$ cat config.mk
export PLATFORM = sky130hd
export DESIGN_NAME = rau_ctrl
export DESIGN_NICKNAME = d
export VERILOG_FILES = /design/src/hw/rtl/rau_pkg.sv /design/src/hw/rtl/rau_ctrl.sv
export SDC_FILE = /design/constraint.sdc
export NUM_CORES = 1
export LEC_CHECK = 0
export BUFFER_PORTS_ARGS = -buffer_cell sky130_fd_sc_hd__buf_2
export CORE_AREA = 2 2 39 41
export CTS_BUF_LIST = sky130_fd_sc_hd__clkbuf_16
export CTS_CLUSTER_SIZE = 28
export DETAILED_ROUTE_END_ITERATION = 16
export DIE_AREA = 0 0 41 43
export HOLD_SLACK_MARGIN = 0.12
export PLACE_DENSITY = 0.68
export RECOVER_POWER = 50
export SLEW_MARGIN = 15
export SYNTH_ARGS = -nofsm -noshare
export SYNTH_HDL_FRONTEND = slang
export SYNTH_SLANG_ARGS = --single-unit
$ cat constraint.sdc
create_clock -name clk_i -period 1.25 [get_ports clk_i]
set_input_delay 0.125 -clock clk_i [delete_from_list [all_inputs] [get_ports clk_i]]
set_output_delay 0.125 -clock clk_i [all_outputs]
set_load 0.02 [all_outputs]
$ cat src/hw/rtl/rau_pkg.sv
// Shared types and constants for the rational arithmetic unit.
// No dependencies; used by rau_ctrl, rau_datapath and rational_arith_unit_core.
package rau_pkg;

  localparam int OPERAND_BITS = 32;
  localparam int PROD_W       = 2 * OPERAND_BITS;
  localparam int VAL_W        = 64;
  localparam int CNT_W        = $clog2(VAL_W + 1);
  localparam int SHIFT_W      = $clog2(VAL_W);

  typedef enum logic [1:0] {
    FUNC_ADD = 2'd0,
    FUNC_SUB = 2'd1,
    FUNC_MUL = 2'd2,
    FUNC_DIV = 2'd3
  } func_e;

  typedef enum logic [1:0] {
    STAT_OK   = 2'd0,
    STAT_ZDIV = 2'd1,
    STAT_OVF  = 2'd2
  } stat_e;

  typedef enum logic [3:0] {
    OP_NONE,
    OP_LOAD,
    OP_MUL0,
    OP_MUL1,
    OP_MUL2,
    OP_SUM,
    OP_GCD_INIT,
    OP_GCD_STEP,
    OP_DIVN_INIT,
    OP_DIV_STEP,
    OP_DIVD_INIT,
    OP_FIN
  } dp_op_e;

  typedef enum logic [1:0] {
    RES_NORM,
    RES_ZERO,
    RES_ERR
  } res_kind_e;

  typedef enum logic [3:0] {
    S_IDLE,
    S_MUL0,
    S_MUL1,
    S_MUL2,
    S_SUM,
    S_CHECK,
    S_GCD,
    S_DIVN,
    S_DIVD,
    S_FIN
  } ctrl_state_e;

  typedef struct packed {
    dp_op_e    op;
    res_kind_e kind;
  } dp_cmd_t;

  typedef struct packed {
    logic err;
    logic addsub;
    logic zero;
    logic gcd_done;
    logic div_done;
  } dp_stat_t;

endpackage

$ cat src/hw/rtl/rau_ctrl.sv
// Controller of the rational arithmetic unit: sequences the datapath and
// owns both handshakes. Uses rau_pkg.
module rau_ctrl (
  input  logic                clk_i,
  input  logic                rst_ni,
  input  logic                in_valid_i,
  output logic                in_stall_o,
  output logic                out_valid_o,
  input  logic                out_stall_i,
  output rau_pkg::dp_cmd_t    cmd_o,
  input  rau_pkg::dp_stat_t   stat_i
);

  rau_pkg::ctrl_state_e state_q, state_d;
  rau_pkg::res_kind_e   kind_q, kind_d;
  logic                 out_valid_q, out_valid_d;

  // State registers
  always_ff @(posedge clk_i or negedge rst_ni) begin
    if (!rst_ni) begin
      state_q     <= rau_pkg::S_IDLE;
      kind_q      <= rau_pkg::RES_NORM;
      out_valid_q <= 1'b0;
    end else begin
      state_q     <= state_d;
      kind_q      <= kind_d;
      out_valid_q <= out_valid_d;
    end
  end

  // Next state and datapath commands
  always_comb begin
    state_d     = state_q;
    kind_d      = kind_q;
    out_valid_d = out_valid_q && out_stall_i;
    cmd_o.op    = rau_pkg::OP_NONE;
    cmd_o.kind  = kind_q;
    unique case (state_q)
      rau_pkg::S_IDLE: begin
        if (in_valid_i) begin
          cmd_o.op = rau_pkg::OP_LOAD;
          state_d  = rau_pkg::S_MUL0;
        end
      end
      rau_pkg::S_MUL0: begin
        if (stat_i.err) begin
          kind_d  = rau_pkg::RES_ERR;
          state_d = rau_pkg::S_FIN;
        end else begin
          cmd_o.op = rau_pkg::OP_MUL0;
          state_d  = stat_i.addsub ? rau_pkg::S_MUL1 : rau_pkg::S_MUL2;
        end
      end
      rau_pkg::S_MUL1: begin
        cmd_o.op = rau_pkg::OP_MUL1;
        state_d  = rau_pkg::S_MUL2;
      end
      rau_pkg::S_MUL2: begin
        cmd_o.op = rau_pkg::OP_MUL2;
        state_d  = rau_pkg::S_SUM;
      end
      rau_pkg::S_SUM: begin
        cmd_o.op = rau_pkg::OP_SUM;
        state_d  = rau_pkg::S_CHECK;
      end
      rau_pkg::S_CHECK: begin
        if (stat_i.zero) begin
          kind_d  = rau_pkg::RES_ZERO;
          state_d = rau_pkg::S_FIN;
        end else begin
          kind_d   = rau_pkg::RES_NORM;
          cmd_o.op = rau_pkg::OP_GCD_INIT;
          state_d  = rau_pkg::S_GCD;
        end
      end
      rau_pkg::S_GCD: begin
        if (stat_i.gcd_done) begin
          cmd_o.op = rau_pkg::OP_DIVN_INIT;
          state_d  = rau_pkg::S_DIVN;
        end else begin
          cmd_o.op = rau_pkg::OP_GCD_STEP;
        end
      end
      rau_pkg::S_DIVN: begin
        if (stat_i.div_done) begin
          cmd_o.op = rau_pkg::OP_DIVD_INIT;
          state_d  = rau_pkg::S_DIVD;
        end else begin
          cmd_o.op = rau_pkg::OP_DIV_STEP;
        end
      end
      rau_pkg::S_DIVD: begin
        if (stat_i.div_done) begin
          state_d = rau_pkg::S_FIN;
        end else begin
          cmd_o.op = rau_pkg::OP_DIV_STEP;
        end
      end
      rau_pkg::S_FIN: begin
        // Hold until the output register is free
        if (!out_valid_q || !out_stall_i) begin
          cmd_o.op    = rau_pkg::OP_FIN;
          out_valid_d = 1'b1;
          state_d     = rau_pkg::S_IDLE;
        end
      end
      default: begin
        state_d = rau_pkg::S_IDLE;
      end
    endcase
  end

  assign in_stall_o  = (state_q != rau_pkg::S_IDLE);
  assign out_valid_o = out_valid_q;

endmodule

After elaboration in Yosys (flattened, before gate mapping)
Index checks and enable logic that the tools add are counted.
{"block": "classes", "n_eq_ne": 15, "reduce_logical": 9, "n_mux": 22}
{"operator": "$pmux W4 S10", "count": 2}
{"operator": "$mux W4", "count": 10}
{"operator": "$eq A4 B3 Y1 const B", "count": 4}
{"operator": "$ne A2 B2 Y1 const B", "count": 6}
{"operator": "$eq A4 B2 Y1 const B", "count": 2}
{"operator": "$eq A4 B4 Y1 const B", "count": 2}
{"operator": "$mux W2", "count": 3}
{"operator": "$mux W1", "count": 5}
{"operator": "$reduce_and A5 Y1", "count": 1}
{"operator": "$eq A4 B1 Y1 const B", "count": 1}
{"operator": "$logic_not A4 Y1", "count": 1}
{"operator": "$pmux W2 S2", "count": 1}
{"operator": "$reduce_bool A4 Y1", "count": 1}
{"operator": "$mux W3", "count": 1}
{"operator": "$logic_not A1 Y1", "count": 2}
{"operator": "$reduce_and A2 Y1", "count": 1}
{"operator": "$reduce_bool A2 Y1", "count": 1}
{"operator": "$logic_and A1 B1 Y1", "count": 1}
{"operator": "$logic_or A1 B1 Y1", "count": 1}
{"block": "totals", "reg_bits": 7, "inputBits": 9, "output_inout_bits": 8, "word_cells": 49}

Longest topological paths before layout
Gate-level depths: netlist of run 1.
{"block": "logic_depth", "depth_word": 4, "mapped_depth": 6, "mapped_depth_nobuf": 4}

Worst setup path before layout of run 1
No wires, ideal clock.
{"block": "synth_timing", "kind": "register to output", "startpoint": "reg state_q[1]", "endpoint": "out cmd_o[2] in the netlist's numbering", "path_stages_with_launch": 5, "required_ps": 1125, "t_arrival_ps": 1242, "path_buffers": 1, "path_slack_ps": -117, "path_cell_list": "dfrtp_1 > buf_6 > nand2b_1 > o22a_1 > o22ai_1"}
{"element": "start, declared", "line": "rau_ctrl.sv:14", "rtl": "rau_pkg::ctrl_state_e state_q, state_d;"}
{"element": "start signal, assigned", "line": "rau_ctrl.sv:21", "rtl": "state_q <= rau_pkg::S_IDLE;"}
{"element": "start signal, assigned", "line": "rau_ctrl.sv:25", "rtl": "state_q <= state_d;"}
{"element": "end, declared", "line": "rau_ctrl.sv:10", "rtl": "output rau_pkg::dp_cmd_t cmd_o,"}

==> reports/metrics.cfg, run 1 <==
[outcome]
run_status=finished, violations left
violations=setup timing

[clock_tree]
cts_buffers=3
clk_pin_slew_ns=0.04
clkLatencyLatePin_ns=0.23
cts_root_buf=clkbuf_16
cts_tree=done
clockBufferDepth=2
cts_sinks=7
htreeDepth=1

[critical_path]
worstPathRequired_ns=1.12
cpPeakStageDelay_ns=0.45
r2r-end=state_q[0]
setup.worst_path.class=flip-flop to primary output
crit_path_cell_trace=nand2b_1 -> o21ai_0 -> a21oi_1 -> o22ai_2 -> buf_6
end_kind=primary output
arrival_ns=1.49
critical_path.top_delay_family=compound AO/OA/AOI/OAI gates
path_max_fanout=7
crit_path_end=cmd_o[3]
cp_num_buf_inv=1
ff2ff_path_depth=6
r2r_setup_slack_ns=-0.25
crit_cells=5
startpoint=state_q[1]
cp-start-kind=flip-flop
slowest_stage=dfrtp_2
reg2reg_from=state_q[1]

[route]
wl_met1_um=868
drt-pass1-iter-count=4
drt-initial-drc-count=25
vias=823
routedWlPerCell_um=15.8
drt-total-wl_mm=2.29
wl_met3_um=107
avgViaCountPerCell=5.68
ant_nets=0
drc=0
wl_met2_mm=1.25
highest_layer=met4

[sta]
whs_ns=0.221
max_freq_ghz=0.619
hold_viol=0
period_share=1.29
fin_crit_ns=1.62
rsz0062_at_grt=yes
clock_skew_ns=0.00258
slew_headroom=0.755
finalSetupTns_ns=-1.99
setup_violations=12
tightest_slew_ns=0.368
slew_violations=0
fin_ws_ns=-0.366

[yosys]
synth.largest_area_cell=dfrtp_1
syn_area_um2=598
ys_top_cells_by_area=dfrtp_1 (29%), a21oi_1 (7.5%), o21ai_1 (6.7%)
synth.most_common_cell=nand2_1
syn_nets=85
yosysSeqAreaShare=0.293
netlist_instances=76
yosys.area.top_type_share=0.293
synth-seq-cells=7
synth_cell_type_count=32
ys.flop_type=dfrtp_1
synth_common_cells=nand2_1 (10), a21oi_1 (9), o21ai_1 (8)
syn_area_per_cell_um2=7.87
synth_edf_count=0
synthArstFlopShare=1.00
yosys_warnings=0

[cells_and_area]
fill_cells=83
regArea_um2=179
area_delta_synth_final_pct=93.7
layout.nets=139
finish.utilization=0.837
stdcell_count=145
drive_above_1_share=0.597
multi_input_area_um2=445
finalInstanceArea_um2=1160
antenna_cells=0

[pwr]
p_per_area_nw_per_um2=2830
power_mw=3.28
peakVddDrop_uv=1650
p_sw_frac=0.402
clockPowerShare=0.163
p_comb_frac=0.705
seq_power_share=0.132
intPower_mw=1.96
leakage_nw=0.549
switching_power_mw=1.32

[die]
io_pins=17
start_util=0.432
chipHeight_um=43
rows=14
coreArea_um2=1380
die_w_um=41
die_area_um2=1760

[placed_design]
post-place-ws_ns=-0.220
place_area_um2=860
globalplace.congestion=0.775
place_inst=128
hpwl_mm=1.29
io_buffers=16

[worst_hold_path]
hold_start=stat_i[2]
hp-class=input pin to flip-flop

[global_route]
overflow=0
track_usage=0.283
grt_max_degree=12
antenna_found_initial=0
grt_pass1_wl_mm=3.28
grt_pass1_vias=785

[run]
max-cap-violations=0

==> registers in the layout, indices dropped and copies added (netlist names) <==
register,count
state_q,4
kind_q,2
out_valid_o,1
==> worst min path at each step <==
stage | to | slack (ns) | cells past startpoint
3_3_place_gp | kind_q[1] | -0.04 | 1
5_1_grt | kind_q[0] | 0.25 | 2
3_5_place_dp | state_q[1] | -0.04 | 1
4_1_cts | kind_q[0] | 0.23 | 2
2_1_floorplan | kind_q[0] | -0.17 | 0
6_report | kind_q[0] | 0.22 | 2
==> kinds of logic after synthesis <==
family | after synthesis | synth area share
simple gates | 27 | 0.245
compound gates | 32 | 0.343
buf+inv | 9 | 0.103
mux | 1 | 0.0167
flops | 7 | 0.293
==> area by class of cell <==
class | count | share of cell area
Clock buffer | 3 | 0.0648
Sequential cell | 7 | 0.154
Timing Repair Buffer | 54 | 0.363
Tap cell | 16 | 0.0173
Multi-Input combinational cell | 60 | 0.384
Clock inverter | 1 | 0.00324
Inverter | 4 | 0.0130
==> worst register-to-register path, delay by kind of cell, from the launching register on <==
| family | cells | cell delay (ns) |
|---|---|---|
| AOI/OAI and AO/OA | 1 | 0.13 |
| buffers and inverters | 2 | 0.32 |
| and+or+nand+nor | 2 | 0.33 |
| muxes | 1 | 0.19 |
| DFF | 1 | 0.45 |
==> metal layers <==
layer | GRT usage | up-vias
li1 | - | 388
met1 | 0.314 | 390
met2 | 0.481 | 37
met3 | 0.0419 | 8
met4 | 0.147 | 0
met5 | 0 | -
==> what timing repair did <==
action                                  CTS  global route
hold buffers                              1             0
buffers inserted                          9             3
endpoints found under the setup margin   12            12
endpoints found under the hold margin     7             0
gates resized for setup                  26             9
pin swaps                                 5             4
==> power groups by stage <==
stage | Sequential (mW) | Clock [mW] | Combinational, mW
after detailed placement | 0.451 | 0 | 1.62
after global routing | 0.443 | 0.554 | 2.45
final | 0.432 | 0.535 | 2.31
after floorplan | 0.459 | 0 | 1.00
after global placement | 0.443 | 0 | 1.60
after CTS | 0.418 | 0.544 | 2.06
==> layout by cell type, fill, tap and decap left out, types with 2 or more instances in the layout <==
master,netlist,layout
o21ai_2,1,2
buf_6,3,11
dfrtp_1,7,4
a32o_1,2,2
o22ai_2,0,2
nor2_1,5,3
buf_4,1,31
nand2_1,10,10
buf_2,1,10
clkbuf_16,0,3
a21oi_2,0,2
o21ai_1,8,6
nand2b_1,3,2
a21oi_1,9,7
inv_2,2,2
inv_1,2,3
nor2_2,1,2
dfrtp_2,0,3
(Power assumes the default switching activity.)
==> inputs of run 2 (changes only) <==
clock period = 1.6 ns   (was 1.25 ns; I/O delays follow)
==> reports/metrics.cfg, run 2 (synthesized netlist as in run 1, its figures left out) <==
[outcome]
run_status=finished, violations left
violations=setup timing

[die]
die_area_um2=1760
start_util=0.432
chipHeight_um=43
io_pins=17
coreArea_um2=1380
rows=14
die_w_um=41

[global_route]
grt_pass1_vias=601
antenna_found_initial=0
overflow=0
track_usage=0.196
grt_pass1_wl_mm=2.40
grt_max_degree=14

[critical_path]
arrival_ns=1.45
cp-start-kind=flip-flop
startpoint=state_q[1]
setup.worst_path.class=flip-flop to primary output
r2r-end=state_q[0]
r2r_setup_slack_ns=0.16
end_kind=primary output
worstPathRequired_ns=1.44
ff2ff_path_depth=5
path_max_fanout=9
crit_path_end=cmd_o[3]
reg2reg_from=state_q[0]

[clock_tree]
clockBufferDepth=2
cts_tree=done
cts_root_buf=clkbuf_16
cts_sinks=7
clkLatencyLatePin_ns=0.23
clk_pin_slew_ns=0.03
htreeDepth=1
cts_buffers=3

[route]
avgViaCountPerCell=5.46
wl_met3_um=54
ant_nets=0
drt-pass1-iter-count=4
routedWlPerCell_um=12.9
vias=655
drt-total-wl_mm=1.54
wl_met2_um=729
drc=0
highest_layer=met3
wl_met1_um=757
drt-initial-drc-count=8

[sta]
slew_headroom=0.767
period_share=1.01
hold_viol=0
slew_violations=0
fin_ws_ns=-0.00868
finalSetupTns_ns=-0.00868
rsz0062_at_grt=yes
clock_skew_ns=0.000126
fin_crit_ns=1.61
max_freq_ghz=0.622
tightest_slew_ns=0.350
setup_violations=1

[pwr]
seq_power_share=0.195
leakage_nw=0.389
p_per_area_nw_per_um2=2210
peakVddDrop_uv=1300
intPower_mw=1.10
power_mw=1.89
clockPowerShare=0.215
p_comb_frac=0.590
p_sw_frac=0.417
switching_power_mw=0.788

[placed_design]
place_area_um2=697
place_inst=109
post-place-ws_ns=0.0314
io_buffers=16
globalplace.congestion=0.704
hpwl_mm=1.06

[cells_and_area]
finalInstanceArea_um2=852
stdcell_count=120
largest_register=state_q
drive_above_1_share=0.356
antenna_cells=0
layout.nets=114
largest_register_ffs=4
layout_common_cells=buf_2 (13), buf_4 (11), nand2_1 (10)
area_delta_synth_final_pct=42.5
final_common_cell=buf_2

[run]
max-cap-violations=0

[worst_hold_path]
hp-class=input pin to flip-flop

-- run 2: changes by cell type in the layout (fill, tap and decap cells not counted), sizes merged --
cell / change
clkbuf: +2
buf: -27
-- run 2: final cells by class --
cell class / count / area (um2)
fill: 125 / 532
multi-input combinational: 60 / 370
timing repair buffer: 29 / 189
sequential: 7 / 179
clock buffer: 3 / 75.1
tap: 16 / 20.0
inverter: 4 / 15.0
clock inverter: 1 / 3.75
-- run 2: worst min path at each step --
stage | start | endpoint | slack (ns) | depth (start not counted)
floorplan | rst_ni | kind_q[0] | -0.14 | 0
global placement | rst_ni | state_q[1] | -0.003 | 1
detailed placement | rst_ni | kind_q[1] | -0.003 | 1
CTS | out_stall_i | out_valid_o | 0.24 | 3
global route | out_stall_i | out_valid_o | 0.29 | 3
finish | out_stall_i | out_valid_o | 0.25 | 3
-- run 2: critical path, cell delays in order (launching register included) --
cell     delay (ns)
dfrtp_2        0.44
buf_12         0.15
and3b_1        0.19
a22oi_1        0.17
o22ai_1        0.11
buf_4          0.16
-- run 2: routing by layer --
layer | track usage | vias to the layer above
li1 | - | 339
met1 | 0.266 | 301
met2 | 0.291 | 15
met3 | 0.0524 | 0
met4 | 0.0667 | 0
met5 | 0 | -
-- run 2: per-stage QoR --
| stage | utilization | hold WS [ns] |
|---|---|---|
| after floorplan | - | -0.136 |
| after global placement | 0.504 | -0.00320 |
| after detailed placement | 0.504 | -0.00302 |
| after CTS | 0.604 | 0.240 |
| after global routing | 0.616 | 0.287 |
| final | 0.616 | 0.247 |
-- run 2: repair_timing --
action | in CTS | in global routing
pin swaps | 1 | 0
hold buffers | 1 | 0
buffers inserted | 4 | 2
endpoints found under the setup margin | 4 | 5
hold endpoints to repair | 7 | 0
resized for setup | 4 | 3
-- run 2: power by group through the flow --
| stage | clock network [mW] | registers (mW) | logic [mW] |
|---|---|---|---|
| after floorplan | 0 | 0.358 | 0.729 |
| after global placement | 0 | 0.399 | 0.891 |
| after detailed placement | 0 | 0.404 | 0.893 |
| after CTS | 0.411 | 0.368 | 1.05 |
| after global routing | 0.430 | 0.377 | 1.23 |
| final | 0.406 | 0.368 | 1.11 |
==> inputs of run 3 (changes only) <==
SETUP_SLACK_MARGIN = 0.3   (was default)
==> reports/metrics.cfg, run 3 (synthesized netlist as in run 1, its figures left out) <==
[sta]
fin_crit_ns=1.66
tightest_slew_ns=0.356
hold_viol=0
slew_violations=0
rsz0062_at_grt=yes
clock_skew_ns=0.00267
period_share=1.04
max_freq_ghz=0.602
fin_ws_ns=-0.0615
slew_headroom=0.763
setup_violations=3

[cells_and_area]
finalInstanceArea_um2=1060
layout.nets=128
layout_common_cells=buf_4 (20), buf_6 (10), nand2_1 (9), buf_2 (9), o21ai_1 (8)
drive_above_1_share=0.542
antenna_cells=0
fill_cells=99
final_common_cell=buf_4
largest_register=state_q
largest_register_ffs=4
area_delta_synth_final_pct=77.6

[route]
drt-pass1-iter-count=4
ant_nets=0
drt-total-wl_mm=2.17
drt-initial-drc-count=20
drc=0
routedWlPerCell_um=16.2
vias=758
avgViaCountPerCell=5.66

[critical_path]
cpPeakStageDelay_ns=0.45
crit_cells=5
slowest_stage=dfrtp_2
crit_path_cell_trace=buf_2 -> nor3b_4 -> a22oi_1 -> o22ai_2 -> buf_4
worstPathRequired_ns=1.44
critical_path.top_delay_family=flip-flops
end_kind=primary output
path_max_fanout=7
ff2ff_path_depth=8
cp-start-kind=flip-flop
arrival_ns=1.50
cp_num_buf_inv=2
setup.worst_path.class=flip-flop to primary output

[clock_tree]
htreeDepth=1
clkLatencyLatePin_ns=0.23
cts_tree=done
clk_pin_slew_ns=0.04
cts_sinks=7
cts_root_buf=clkbuf_16
clockBufferDepth=2
cts_buffers=3

[pwr]
p_per_area_nw_per_um2=2300
power_mw=2.44
leakage_nw=0.485
peakVddDrop_uv=1500

[global_route]
track_usage=0.246
overflow=0
antenna_found_initial=0
grt_pass1_wl_mm=2.89
grt_pass1_vias=691
grt_max_degree=13

[outcome]
violations=setup timing
run_status=finished, violations left

[die]
chipHeight_um=43
io_pins=17
start_util=0.432
coreArea_um2=1380
die_w_um=41
rows=14
die_area_um2=1760

[placed_design]
hpwl_mm=1.13
globalplace.congestion=0.753
io_buffers=16
place_area_um2=732

[worst_hold_path]
hp-class=input pin to flip-flop
hold_depth=3

[run]
max-cap-violations=0

==> run 3: changes by cell type in the layout (fill, tap and decap cells not counted), sizes merged <==
cell | before | now
buf | 25 | 39
==> run 3: final timing paths <==
path / start / to / slack (ns)
hold reg to reg: kind_q[0] / kind_q[0] / 0.49
setup reg to reg: state_q[0] / state_q[0] / 0.08
hold / removal: out_stall_i / out_valid_o / 0.26
setup / recovery: state_q[2] / cmd_o[3] / -0.06
max in group asynchronous: rst_ni / state_q[2] / 0.97
min in group asynchronous: rst_ni / state_q[3] / 0.35
==> run 3: worst register-to-register path: stages, from the launching register on <==
cell and delay (ns):
dfrtp_2 0.45, buf_6 0.15, buf_4 0.13, buf_6 0.11
buf_6 0.11, nand2_2 0.06, o311a_1 0.18, o22ai_2 0.10
mux2i_1 0.14
==> run 3: metrics by stage <==
stage	TNS, ns	instances	util	setup slack (ns)	hold WS, ns
6_report	-0.146	134	0.768	-0.0615	0.259
5_1_grt	-0.375	134	0.768	-0.138	0.305
3_5_place_dp	0	111	0.529	0.0216	-0.00388
3_3_place_gp	0	111	0.529	0.0593	-0.00461
2_1_floorplan	0	76	-	0.316	-0.136
4_1_cts	-0.0754	128	0.706	-0.0327	0.250
==> run 3: area by class of cell <==
cell class,count,area [um2],share of cell area
clock inverters,1,3.75,0.00353
well taps,16,20.0,0.0188
repair buffers,43,329,0.310
multi-input cells,60,440,0.415
clock buffers,3,75.1,0.0707
flip-flops and latches,7,179,0.168
inverters,4,15.0,0.0141
==> run 3: what timing repair did <==
action	CTS	global route
setup buffers	12	6
gates resized for setup	22	14
hold buffers	1	0
pin swaps	5	5
endpoints found under the hold margin	7	0
gates cloned	0	0
endpoints found under the setup margin	11	10
==> run 3: power breakdown <==
group | internal (mW) | total, mW | switching, mW
clock network | 0.324 | 0.410 | 0.0858
logic | 0.845 | 1.66 | 0.815
registers | 0.261 | 0.369 | 0.109
total | 1.43 | 2.44 | 1.01
==> run 3: per-layer routing <==
layer,part of all wire,GRT usage
met3,0.044,0.0785
met2,0.51,0.356
met4,0.016,0.173
met5,0,0
met1,0.43,0.290
